## src/hw/rtl/hls_color_shade_top_macros.svh

```systemverilog
// Assertion macros for hls_color_shade_top.
`ifndef HLS_COLOR_SHADE_TOP_MACROS_SVH
`define HLS_COLOR_SHADE_TOP_MACROS_SVH
`ifndef SYNTHESIS
`define HCS_ASSERT_SAME(label, clk, rst, ante, cons) \
   label: assert property (@(posedge clk) disable iff (rst) (ante) |-> (cons)) \
      else $error("hcs: same-cycle check failed");
`define HCS_ASSERT_NEXT(label, clk, rst, ante, cons) \
   label: assert property (@(posedge clk) disable iff (rst) (ante) |=> (cons)) \
      else $error("hcs: next-cycle check failed");
`else
`define HCS_ASSERT_SAME(label, clk, rst, ante, cons)
`define HCS_ASSERT_NEXT(label, clk, rst, ante, cons)
`endif
`endif

```

## src/hw/rtl/hcs_pkg.sv

```systemverilog
package hcs_pkg;

   localparam int PIX_W     = 24;
   localparam int FRAC_W    = 17;
   localparam int GAIN_W    = 16;
   localparam int HUE_W     = 16;
   localparam int DIV_NUM_W = 24;
   localparam int DIV_DEN_W = 8;
   localparam int DIV_QUO_W = 17;
   localparam int DIV_LANES = 2;
   localparam int LANE_SAT  = 0;
   localparam int LANE_HUE  = 1;
   localparam int NUM_CHAN  = 3;

   localparam logic [FRAC_W-1:0] FRAC_ONE  = 17'd65536;
   localparam logic [FRAC_W-1:0] FRAC_HALF = 17'd32768;

   localparam logic [HUE_W-1:0] DEG60  = 16'd7680;
   localparam logic [HUE_W-1:0] DEG120 = 16'd15360;
   localparam logic [HUE_W-1:0] DEG180 = 16'd23040;
   localparam logic [HUE_W-1:0] DEG240 = 16'd30720;
   localparam logic [HUE_W-1:0] DEG360 = 16'd46080;

   // ceil(2^32/255): sum*65536/510 == (sum*L_RECIP) >> 17
   localparam logic [24:0] L_RECIP     = 25'd16843010;
   // ceil(2^25/15): x/15 == (x*DIV15_RECIP) >> 25 for x < 2^21
   localparam logic [21:0] DIV15_RECIP = 22'd2236963;

   localparam logic [GAIN_W-1:0] GAIN_UNITY = 16'd4096;

   typedef enum logic [1:0] {HUE_RED, HUE_GREEN, HUE_BLUE} hcs_hue_sel_type;
   typedef enum logic [1:0] {SEG_RISE, SEG_HIGH, SEG_FALL, SEG_LOW} hcs_seg_type;
   typedef enum logic [1:0] {CSR_LIGHT_GAIN, CSR_SAT_GAIN, CSR_LIGHTEN_MODE} hcs_csr_type;

   typedef struct packed {
      hcs_hue_sel_type    hue_sel;
      logic               neg;
      logic [FRAC_W-1:0]  light;
   } hcs_side_type;

endpackage

```

## src/hw/rtl/hcs_front.sv

```systemverilog
module hcs_front import hcs_pkg::*; (
   input  logic                                  clock,
   input  logic                                  reset,
   input  logic                                  en,
   input  logic                                  up_valid,
   input  logic [PIX_W-1:0]                      up_pixel,
   output logic                                  dn_valid,
   output logic [DIV_LANES-1:0][DIV_NUM_W-1:0]   dn_num,
   output logic [DIV_LANES-1:0][DIV_DEN_W-1:0]   dn_den,
   output hcs_side_type                          dn_side
);

   logic [7:0]      r, g, b, mx, mn, d, p, q, diff;
   logic [8:0]      sum;
   logic            grey, neg;
   logic [33:0]     l_prod;
   hcs_hue_sel_type sel;

   logic                                valid_ff;
   logic [DIV_LANES-1:0][DIV_NUM_W-1:0] num_ff, num_in;
   logic [DIV_LANES-1:0][DIV_DEN_W-1:0] den_ff, den_in;
   hcs_side_type                        side_ff, side_in;

   always_comb begin
      r = up_pixel[23:16];
      g = up_pixel[15:8];
      b = up_pixel[7:0];
      mx = (r > g) ? r : g;
      if (b > mx) mx = b;
      mn = (r < g) ? r : g;
      if (b < mn) mn = b;
      sum  = {1'b0, mx} + {1'b0, mn};
      d    = mx - mn;
      grey = (d == 8'd0);
      if (r == mx) begin
         sel = HUE_RED;   p = g; q = b;
      end else if (g == mx) begin
         sel = HUE_GREEN; p = b; q = r;
      end else begin
         sel = HUE_BLUE;  p = r; q = g;
      end
      neg  = (p < q);
      diff = neg ? (q - p) : (p - q);

      num_in[LANE_SAT] = {d, 16'd0};
      if (grey)
         den_in[LANE_SAT] = 8'd1;
      else if (sum <= 9'd255)
         den_in[LANE_SAT] = sum[7:0];
      else
         den_in[LANE_SAT] = 8'(9'd510 - sum);

      // 7680*diff, plus d-1 to round the negative side up
      num_in[LANE_HUE] = {3'd0, diff, 13'd0} - {7'd0, diff, 9'd0}
                         + (neg ? {16'd0, 8'(d - 8'd1)} : 24'd0);
      den_in[LANE_HUE] = grey ? 8'd1 : d;

      l_prod = {25'd0, sum} * {9'd0, L_RECIP};
      side_in.hue_sel = sel;
      side_in.neg     = neg;
      side_in.light   = l_prod[33:17];
   end

   always_ff @(posedge clock) begin
      if (reset) begin
         valid_ff <= 1'b0;
      end else if (en) begin
         valid_ff <= up_valid;
      end
   end

   always_ff @(posedge clock) begin
      if (en) begin
         num_ff  <= num_in;
         den_ff  <= den_in;
         side_ff <= side_in;
      end
   end

   assign dn_valid = valid_ff;
   assign dn_num   = num_ff;
   assign dn_den   = den_ff;
   assign dn_side  = side_ff;

endmodule

```

## config.mk

```make
export PLATFORM = sky130hd
export DESIGN_NAME = hcs_front
export DESIGN_NICKNAME = d
export VERILOG_FILES = /design/src/hw/rtl/hls_color_shade_top_macros.svh /design/src/hw/rtl/hcs_pkg.sv /design/src/hw/rtl/hcs_front.sv
export SDC_FILE = /design/constraint.sdc
export NUM_CORES = 1
export LEC_CHECK = 0
export ABC_AREA = 1
export ABC_CLOCK_PERIOD_IN_PS = 8300
export BUFFER_PORTS_ARGS = -buffer_cell sky130_fd_sc_hd__buf_4
export CAP_MARGIN = 20
export CORE_ASPECT_RATIO = 1.1
export CORE_MARGIN = 4
export CORE_UTILIZATION = 40
export CTS_CLUSTER_DIAMETER = 200
export DETAILED_ROUTE_END_ITERATION = 16
export HOLD_SLACK_MARGIN = 0.08
export MAX_ROUTING_LAYER = met4
export SYNTH_ARGS = -nofsm -noshare
export SYNTH_HDL_FRONTEND = slang
export SYNTH_SLANG_ARGS = --single-unit
```

## constraint.sdc

```tcl
create_clock -name clock -period 8.3 [get_ports clock]
set_input_delay 1.66 -clock clock [delete_from_list [all_inputs] [get_ports clock]]
set_output_delay 1.66 -clock clock [all_outputs]
set_load 0.01 [all_outputs]
```

# [After elaboration in Yosys (flattened, before gate mapping)]
# Cells that the tools add are included.
[classes] mul=1 n_mux=12 n_reduce_logical=1 eq_ne=2 n_addsub=8 magnitude_cmp=6
[op_table] op="two-way mux 8 bit" n=11
[op_table] op="multiplier 9 x 24 -> 33 bit (second input constant)" n=1
[op_table] op="less-than comparator 8 bit" n=3
[op_table] op="subtractor 8 bit" n=3
[op_table] op="adder 22 x 9 -> 23 bit" n=1
[op_table] op="subtractor 21 x 17 -> 22 bit" n=1
[op_table] op="equality test 8 bit" n=2
[op_table] op="> comparator 8 bit" n=2
[op_table] op="adder 8 x 8 -> 9 bit" n=1
[op_table] op="less-or-equal comparator 9 x 8 -> 1 bit (second input constant)" n=1
[op_table] op="zero test 8 bit" n=1
[op_table] op="subtractor 8 x 1 -> 8 bit (second input constant)" n=1
[op_table] op="subtractor 8 bit (first input constant)" n=1
[op_table] op="two-way mux 2 bit" n=1
[totals] reg_bits=69 output_inout_bits=85 word_cells=38

# [Logic depth before layout (Yosys ltp)]
# Gate-level depths: netlist of the first run.
[depth] ltp_word=11 ltp_mapped=57

# [Least setup slack after synthesis of the first run]
# Ideal clock, no wire load.
[synth_path] path_type="in2reg" startpoint="input up_pixel[15]" endpoint="register side_ff (netlist bit dn_side[15]), data pin" path_buffers=4 arrival_time_ns=7.580 path_slack_ns=0.467 setup_time_ns=0.254 stages=38 cell_sequence="inv_1 ha_1 a21o_1 nor2_1 nand2_2 buf_6 buf_6 clkbuf_1 o21ai_0 inv_1 ha_1 a21oi_1 nor2_1 a211oi_1 nand2_2 buf_4 nand2_1 nand2_1 [2 not listed] nand2_1 nand2_1 nand2_1 nand2_1 nand2_1 nand2_1 a21o_1 a21o_1 a21oi_2 inv_1 ha_1 ha_1 ha_1 inv_1 nor4_2 nand3_2 a21oi_2 nor2_1"
[synth_via] elab_chain_cells=6
[synth_rtl] element="start: declaration" line_no="hcs_front.sv:6" text="input logic [PIX_W-1:0] up_pixel,"
[synth_rtl] element="> comparator 8 bit or less-than comparator 8 bit (tied branches)" line_no="hcs_front.sv:28, hcs_front.sv:30"
[synth_rtl] element="two-way mux 8 bit (on tied branches)" line_no="hcs_front.sv:28, hcs_front.sv:30"
[synth_rtl] element="> comparator 8 bit or less-than comparator 8 bit (tied branches)" line_no="hcs_front.sv:29, hcs_front.sv:31"
[synth_rtl] element="two-way mux 8 bit (on tied branches)" line_no="hcs_front.sv:29, hcs_front.sv:31"
[synth_rtl] element="adder 8 x 8 -> 9 bit (*)" line_no="hcs_front.sv:32" text="sum = {1'b0, mx} + {1'b0, mn};"
[synth_rtl] element="multiplier 9 x 24 -> 33 bit (*)" line_no="hcs_front.sv:58" text="l_prod = {25'd0, sum} * {9'd0, L_RECIP};"
[synth_rtl] element="via l_prod[32]" line_no="hcs_front.sv:16" text="logic [33:0] l_prod;"
[synth_rtl] element="end signal: assignment" line_no="hcs_front.sv:76" text="side_ff <= side_in;"
[synth_rtl] element="end: declaration" line_no="hcs_front.sv:22" text="hcs_side_type side_ff, side_in;"
# The timed path passes the listed nets; every way through them passes the cells marked *.
# A chain may end at the register's enable or synchronous reset.

==> impl_summary.md, run 1 <==
Floorplanning
The I/O pin count is 113. The die covers 19,400 µm². The floorplan step set the die width to 133 µm.

For this configuration, the core starts out at a cell density of 40.7%. The placeable core region is 17,000 µm². The floorplan has 50 rows. The floorplan step set the die height to 146 µm.

Logic synthesis
Yosys mapped a number of flops with a built-in enable equal to 60. The xor and xnor fraction of the mapped netlist area is 4.66%. Each instance of the synthesized netlist takes up on average 7.16 µm². The number of standard cells after synthesis is 964. The Yosys step of the flow raised 0 warnings. Summing the sequential cell areas from Yosys gives 26.4% of the chip area. Summing the areas of all compound-gate instances in the mapped netlist gives 6.35% of the synthesized area. The largest family of logic cells by synthesized area is simple AND/OR/NAND/NOR gates. Summing the areas of all fa, ha and maj instances in the mapped netlist gives 13.1% of the synthesized area.

The cell area that synthesis handed to floorplanning was 6900 µm². Synthesis inferred 61 register bits. After synthesis, the netlist uses 50 different library cells. The top flip-flop cell by instance count after synthesis is sky130_fd_sc_hd__edfxtp_1. In the synthesized netlist the async set-or-reset flop fraction comes to 0%. The multiplexer fraction of the synthesized cell area is 0.145%.

The share of synthesized cell area in and, or, nand and nor gates is 36.7%.

Detailed routing
The detailed router's first-iteration violation count is 343. In the final routed layout, each cell accounts on average for 13.6 µm. The detailed-route via count is 6,300. Summed over all layers, the routed wires come to 17.6 mm. After detailed routing, the number of remaining DRC violations is 0. Dividing the detail-routed via count by the number of cells gives 4.85. The count of nets left with antenna violations once routing finished came out at 0. The detailed-routing iteration count for the pre-antenna-repair pass is 5.

Timing
The post-route clock skew is 0 ns. The post-layout minimum cycle time is 7.73 ns. After layout, the worst setup slack is 0.565 ns. The worst slew slack as a fraction of its limit is 49.1%.

Derived from the worst setup path, the maximum achievable clock frequency is 0.129 GHz. Setup repair after global routing left no endpoint under its margin. The count of pins over their slew limit is 0. The final critical path takes up 93.2% of the cycle.

Setup violations remaining at the end of the flow were counted as 0. Hold timing on the final database bottoms out at a slack of 0.508 ns. The slew at the pin with the worst max-slew slack is 0.763 ns. The total negative slack for setup checks is 0 ns. The number of hold-slack violations in the final timing report is 0.

Clock tree
The clock-pin transition on the worst setup and hold timing paths is 0.05 ns. In this run the number of H-tree levels came out at 3. The buffer type at the clock tree root is sky130_fd_sc_hd__clkbuf_16. The number of clock sinks seen by CTS is 61. The number of clock buffers added by TritonCTS is 9. The deepest clock path buffer count is 2. The clock reaches the later pin of the worst-skew pair after 0.32 ns. The TritonCTS clock tree is done. The number of hold-repair buffers added at the cts stage is 0.

Placed design
At the end of routability-driven placement, the weighted congestion stood at 0.950. Detailed placement finished with a half-perimeter wire length of 14.6 mm. The number of buffer cells added on primary ports is 95. The minimum setup slack after placement is 0.0865 ns.

Layout
The layout has 1,752 filler cells. The area growth from synthesis to layout is 16.8%. The layout net count is 1,157. The post-route netlist has 19.4% of its cells at a drive strength greater than 1.

The number of antenna cells inserted is 0.

Pwr
The share of power burned in the clock network is 15.0%. The combinational share of power is 60.9%. Net switching is 43.7% of the power.

In this run the power spent charging and discharging nets is 1.05 mW. The reported leakage power is 4.29 nW. The internal power of the cells totals 1.36 mW. The total power is 2.41 mW. Across the VDD grid, the largest voltage drop is 0.120 mV. Sequential cells account for 24.0% of the total power. The total power density per cell area is 299 nW/µm².

Critical path
The worst setup path is captured at a register. On the critical path, the stage with the largest delay is an instance of sky130_fd_sc_hd__fa_1. Data on the critical path arrives at its endpoint at 7.80 ns. The number of buffer and inverter instances along the worst setup path is 8. The cell occurring most often along the worst timing path is sky130_fd_sc_hd__nand2_1. The worst setup path is launched from a primary input. The peak fanout along the critical path is 15.

The peak per-stage delay on the critical path is 0.44 ns. The kind of critical path is primary input to register. At the worst endpoint, the required time is 8.36 ns. The kind of cell with the highest combined delay along the critical path is simple AND/OR/NAND/NOR gates.

Global route
For this run, global-route usage on met1 was measured as 24.2%. The most crowded layer after global routing is met2. The pin count of the biggest net entering global routing is 62. The number of antenna violations at the first check in global routing is 0. Across every metal layer, demand over resource in global routing totals 18.6%.

The met3 routing resource usage after global routing is 2.07%. The total overflow left after global routing is 0. The via count of the first global-routing pass is 5,848.

In the global route stage, met2 resource usage came out at 30.4%. The first global-routing pass estimated 29.1 mm of wire.

Min path
The type of the most critical hold path is register to register.

Flow run
Across the run, the number of max-cap violations was 0.

Status
The run finished with clean final reports.
-- power groups by stage --
stage,clock (mW),combinational (mW),sequential [mW]
2_1_floorplan,0,0.944,0.654
3_3_place_gp,0,1.46,0.587
3_5_place_dp,0,1.47,0.588
4_1_cts,0.372,1.48,0.582
5_1_grt,0.385,1.65,0.596
6_report,0.362,1.47,0.580
-- area by class of cell --
class / count / area, µm² / share of cell area [%]
Multi-Input combinational cell: 743 / 4280 / 53.1
Timing Repair Buffer: 116 / 883 / 11.0
Clock inverter: 2 / 35.0 / 0.435
Inverter: 128 / 490 / 6.09
Clock buffer: 14 / 254 / 3.15
Tap cell: 234 / 293 / 3.63
Sequential cell: 61 / 1820 / 22.6
-- synthesized netlist by cell type, types with 3 or more instances --
cell                         n  area (µm²)
sky130_fd_sc_hd__buf_4      27         203
sky130_fd_sc_hd__o21bai_1    3        22.5
sky130_fd_sc_hd__fa_1        4        80.1
sky130_fd_sc_hd__nand2_2    24         150
sky130_fd_sc_hd__nand3_2    14         140
sky130_fd_sc_hd__buf_6      13         146
sky130_fd_sc_hd__nor3_1      4        20.0
sky130_fd_sc_hd__inv_2       5        18.8
sky130_fd_sc_hd__nand2_4     4        45.0
sky130_fd_sc_hd__a21oi_1    35         175
sky130_fd_sc_hd__nand4_1     7        43.8
sky130_fd_sc_hd__o21a_1      3        22.5
sky130_fd_sc_hd__inv_1     120         450
sky130_fd_sc_hd__nand2_1   264         991
sky130_fd_sc_hd__o21ai_0    21         105
sky130_fd_sc_hd__or2_2       3        18.8
sky130_fd_sc_hd__nor2_1     82         308
sky130_fd_sc_hd__nor2_2      8        50.1
sky130_fd_sc_hd__a21o_1      3        22.5
sky130_fd_sc_hd__clkbuf_1    3        11.3
sky130_fd_sc_hd__xor2_2      3        48.8
sky130_fd_sc_hd__ha_1       66         826
sky130_fd_sc_hd__xnor2_1     9        78.8
sky130_fd_sc_hd__xor2_1     19         166
sky130_fd_sc_hd__edfxtp_1   60        1800
sky130_fd_sc_hd__buf_2       4        20.0
sky130_fd_sc_hd__nand3_1   126         631
-- tightest hold or removal path: stages, from the launching register on --
cell and delay [ns]:
sky130_fd_sc_hd__dfxtp_1 0.32, sky130_fd_sc_hd__mux2i_1 0.06, sky130_fd_sc_hd__nor2_1 0.08
-- cells in the final DEF, fill, tap and decap left out, types with 4 or more instances in the layout --
master / n
sky130_fd_sc_hd__edfxtp_1: 60
sky130_fd_sc_hd__nand4_1: 7
sky130_fd_sc_hd__ha_1: 66
sky130_fd_sc_hd__nand3_2: 14
sky130_fd_sc_hd__conb_1: 17
sky130_fd_sc_hd__nand2_2: 22
sky130_fd_sc_hd__clkbuf_16: 9
sky130_fd_sc_hd__nor2_2: 8
sky130_fd_sc_hd__inv_2: 5
sky130_fd_sc_hd__nor3_1: 4
sky130_fd_sc_hd__clkbuf_1: 4
sky130_fd_sc_hd__buf_4: 115
sky130_fd_sc_hd__a21oi_1: 34
sky130_fd_sc_hd__nand2_4: 6
sky130_fd_sc_hd__nand3_1: 126
sky130_fd_sc_hd__fa_1: 4
sky130_fd_sc_hd__nand2_1: 264
sky130_fd_sc_hd__xnor2_1: 9
sky130_fd_sc_hd__inv_1: 120
sky130_fd_sc_hd__xor2_1: 19
sky130_fd_sc_hd__nor2_1: 82
sky130_fd_sc_hd__o21ai_0: 21
-- per-layer routing --
metal	wire (µm)	share of wire, %	vias to the layer above
li1	-	-	3279
met4	416	2.4	0
met1	8080	46	2832
met2	8350	47	163
met5	0	0	-
met3	794	4.5	26
-- timing repair --
action,CTS,global route
setup buffers,0,4
gates resized for setup,0,5
setup endpoints to repair,0,5
-- registers in the layout, indices dropped and copies added, names as in the netlist --
signal	flops
dn_side	16
dn_valid	1
dn_den	15
dn_num	29
-- through the flow --
step / area [µm²] / cells / utilization, %
4_1_cts: 8000 / 1294 / 47.2
3_3_place_gp: 7710 / 1278 / 45.5
5_1_grt: 8060 / 1298 / 47.5
6_report: 8060 / 1298 / 47.5
2_1_floorplan: 6960 / 980 / -
3_5_place_dp: 7710 / 1278 / 45.5
-- final timing paths --
path	slack, ns	depth (start not counted)	endpoint	from
max	0.57	46	dn_num[44]	up_pixel[15]
min	0.51	2	dn_valid	dn_valid
max reg2reg	7.72	2	dn_valid	dn_valid
min reg2reg	0.51	2	dn_valid	dn_valid
-- cell families after synthesis --
| kind of cell | count (synthesis) |
|---|---|
| buffers and inverters | 176 |
| multiplexers | 1 |
| XOR/XNOR | 32 |
| adder cells (fa/ha/maj) | 70 |
| AO/OA/AOI/OAI | 76 |
| other | 1 |
| AND/OR/NAND/NOR | 547 |
| flip-flops | 61 |
Note: power is estimated with default switching activity, not from simulation.
==> run 2, diff against run 1 <==
--- a/config.mk
+++ b/config.mk
@@ -9,13 +9,18 @@
 export ABC_CLOCK_PERIOD_IN_PS = 8300
 export BUFFER_PORTS_ARGS = -buffer_cell sky130_fd_sc_hd__buf_4
 export CAP_MARGIN = 20
+export CELL_PAD_IN_SITES_DETAIL_PLACEMENT = 0
+export CELL_PAD_IN_SITES_GLOBAL_PLACEMENT = 1
 export CORE_ASPECT_RATIO = 1.1
 export CORE_MARGIN = 4
-export CORE_UTILIZATION = 40
+export CORE_UTILIZATION = 38
 export CTS_CLUSTER_DIAMETER = 200
 export DETAILED_ROUTE_END_ITERATION = 16
+export GPL_ROUTABILITY_DRIVEN = 0
 export HOLD_SLACK_MARGIN = 0.08
 export MAX_ROUTING_LAYER = met4
+export PLACE_DENSITY_LB_ADDON = 0.1
+export REMOVE_ABC_BUFFERS = 1
 export SYNTH_ARGS = -nofsm -noshare
 export SYNTH_HDL_FRONTEND = slang
 export SYNTH_SLANG_ARGS = --single-unit
==> run 2 against run 1 <==
Combinational power hardly changed. Core utilization is 1.7 points lower. Critical path type unchanged. Highest routed layer unchanged. Final area is 1.1% higher. Global-route usage is 0.24 points lower. Sequential power hardly changed. Hold slack worse by 0.0017 ns. Critical path depth is 1 higher. Register-to-register slack hardly changed. Sequential cell count stayed put.
==> impl_summary.md, run 2 (same netlist as run 1, synthesis figures left out) <==
Critical path
The reg2reg setup slack is 7.71 ns (was 7.72 ns). The cell with the largest stage delay on the worst path is sky130_fd_sc_hd__fa_1 (unchanged). The largest delay contributor family on the critical path is simple AND/OR/NAND/NOR gates (unchanged).

The peak fanout along the critical path was 16 (was 15). The length in cells of the worst reg-to-reg path came to 2 (unchanged). The kind of critical path is primary input to register (unchanged).

The startpoint kind of the worst setup timing path is a primary input (unchanged). The cell occurring most often along the worst timing path is sky130_fd_sc_hd__nand2_1 (unchanged). The worst flop-to-flop path startpoint was dn_valid (unchanged).

The number of buffer and inverter instances along the worst setup path is 10 (was 8). The capture point of the worst reg-to-reg path was dn_valid (unchanged). The source of the critical timing path is up_pixel[15] (unchanged).

The required arrival time at the worst endpoint is 8.38 ns (was 8.36 ns). The cell depth of the worst setup path was 47 (was 46). The peak per-stage delay on the critical path was 0.41 ns (was 0.44 ns).

The capturing element type of the critical path was a register (unchanged). The worst setup path endpoint was dn_num[43] (was dn_num[44]). The critical path arrival was 7.70 ns (was 7.80 ns).

Floorplanning
The initial standard-cell utilization of the core came to 38.8% (was 40.7%). The placeable core region is 17,800 µm² (was 17,000 µm²). The height of the die is 149 µm (was 146 µm). The number of placement rows is 51 (was 50). The full die area came to 20,400 µm² (was 19,400 µm²). The I/O pin count is 113 (unchanged). The die boundary width is 136 µm (was 133 µm).

Layout
The flip-flop count of the largest register, all copies and words added is 29 (unchanged). The number of filler cells placed in the layout is 1,833 (was 1,752). The most common cell after layout, fill and taps aside is sky130_fd_sc_hd__nand2_1 (unchanged). The area growth from synthesis to layout is 18.2% (was 16.8%).

The number of antenna cells inserted is 0 (unchanged). The layout net count is 1,161 (was 1,157). Commonest cells after routing, fill and taps aside: sky130_fd_sc_hd__nand2_1, sky130_fd_sc_hd__nand3_1, sky130_fd_sc_hd__inv_1 (unchanged).

The final cell area excluding filler cells is 8150 µm² (was 8060 µm²). The fraction of layout instances using a drive strength above 1 came to 19.9% (was 19.4%).

Clock tree
The TritonCTS clock tree is done (unchanged). The buffer type at the clock tree root is sky130_fd_sc_hd__clkbuf_16 (unchanged). The number of clock sinks seen by CTS is 61 (unchanged). The clock-pin transition on the worst setup and hold timing paths is 0.05 ns (about the same). The insertion delay of the later-clocked pin in the worst-skew pair came to 0.32 ns (about the same).

The CTS buffer count is 9 (unchanged). The H-tree depth came to 3 (unchanged). The deepest clock path buffer count is 2 (unchanged). The number of hold-repair buffers added at the cts stage is 0 (unchanged).

Detailed routing
The post-detailed-route count of antenna-violating nets came to 0 (unchanged). The detailed router's first-iteration violation count is 329 (was 343). The detailed-routing iteration count for the pre-antenna-repair pass is 5 (unchanged). The aggregate routed wire length is 18.0 mm (was 17.6 mm).

The number of design rule violations left after detail routing is 0 (unchanged). The average wire per cell in the routed design is 13.8 µm (was 13.6 µm). The detailed-route via count is 6,193 (was 6,300).

The post-detailed-route via-to-cell ratio came to 4.74 (was 4.85).

Global route
The number of antenna violations at the first check in global routing is 0 (unchanged). The pin count of the biggest net entering global routing is 62 (unchanged). The global-route congestion overflow total is 0 (unchanged). The global router's overall resource usage is 18.3% (was 18.6%). The via count of the first global-routing pass is 5,811 (was 5,848). The global-route wire length before repair was 29.2 mm (was 29.1 mm).

Pwr
The total power density per cell area is 303 nW/µm² (was 299 nW/µm²). The peak ir drop on the vdd network was 0.134 mV (was 0.120 mV). The reported leakage power is 4.33 nW (was 4.29 nW). The total power is 2.47 mW (was 2.41 mW).

Timing
The count of pins over their slew limit was 0 (unchanged). Unrepaired setup endpoints after global routing: false (unchanged). The post-route clock skew is 0 ns (unchanged). The slew at the pin with the worst max-slew slack was 0.774 ns (was 0.763 ns). The final setup violation count is 0 (unchanged). The post-layout minimum cycle time is 7.62 ns (was 7.73 ns).

The worst hold slack is 0.506 ns (was 0.508 ns). The total negative slack for setup checks came to 0 ns (unchanged). The timing-limited maximum frequency is 0.131 GHz (was 0.129 GHz). The number of hold-slack violations in the final timing report is 0 (unchanged). The worst slew slack as a fraction of its limit is 48.4% (was 49.1%). The final period utilization is 91.8% (was 93.2%).

Status
Outcome: finished, final reports clean (unchanged).

Placed design
The number of buffer cells added on primary ports is 95 (unchanged). The instance area after placement is 7780 µm² (was 7710 µm²). The detailed-placement wirelength estimate came to 14.8 mm (was 14.6 mm).

Flow run
The max-cap violation count is 0 (unchanged).

Min path
The type of the most critical hold path is register to register (unchanged).
## run 2: worst min-delay path by stage
stage                        start        to  slack (ns)  depth (start not counted)
final                     dn_valid  dn_valid        0.51                          2
after global routing      dn_valid  dn_valid        0.57                          2
after CTS                 dn_valid  dn_valid        0.51                          2
after detailed placement  dn_valid  dn_valid        0.49                          2
after global placement    dn_valid  dn_valid        0.48                          2
after floorplan           dn_valid  dn_valid        0.53                          2
## run 2: through the flow
| stage | utilization, % | cells | setup WS, ns |
|---|---|---|---|
| final | 45.8 | 1306 | 0.682 |
| after global routing | 45.8 | 1306 | 0.0124 |
| after global placement | 43.7 | 1287 | 0.177 |
| after detailed placement | 43.7 | 1287 | 0.132 |
| after floorplan | - | 932 | 0.112 |
| after CTS | 45.5 | 1303 | 0.467 |
## run 2: metal layers
metal	track usage (%)	vias to the layer above	wire length, µm
met5	-	-	0
met1	24.2	2735	8410
met3	1.72	18	738
li1	-	3282	-
met2	30.2	158	8540
met4	5.09	0	326
## run 2: layout make-up
class / count / area (µm²) / area share (%)
multi-input combinational: 744 / 4300 / 52.7
sequential: 61 / 1820 / 22.3
clock inverter: 6 / 86.3 / 1.06
tap: 238 / 298 / 3.65
inverter: 128 / 490 / 6.02
timing repair buffer: 119 / 918 / 11.3
clock buffer: 10 / 239 / 2.93
## run 2: power by group
group | leakage, nW | internal [mW] | switching (mW)
sequential | 0.594 | 0.542 | 0.0355
combinational | 3.58 | 0.591 | 0.898
clock | 0.158 | 0.270 | 0.135
total | 4.33 | 1.40 | 1.07
## run 2: what timing repair did
item | CTS | global route
buffers inserted | 0 | 2
setup endpoints to repair | 0 | 5
resized for setup | 0 | 5
## run 2: worst register-to-register path: stages (launching register included)
cell and delay (ns):
sky130_fd_sc_hd__dfxtp_1 0.31, sky130_fd_sc_hd__mux2i_1 0.12, sky130_fd_sc_hd__nor2_1 0.05
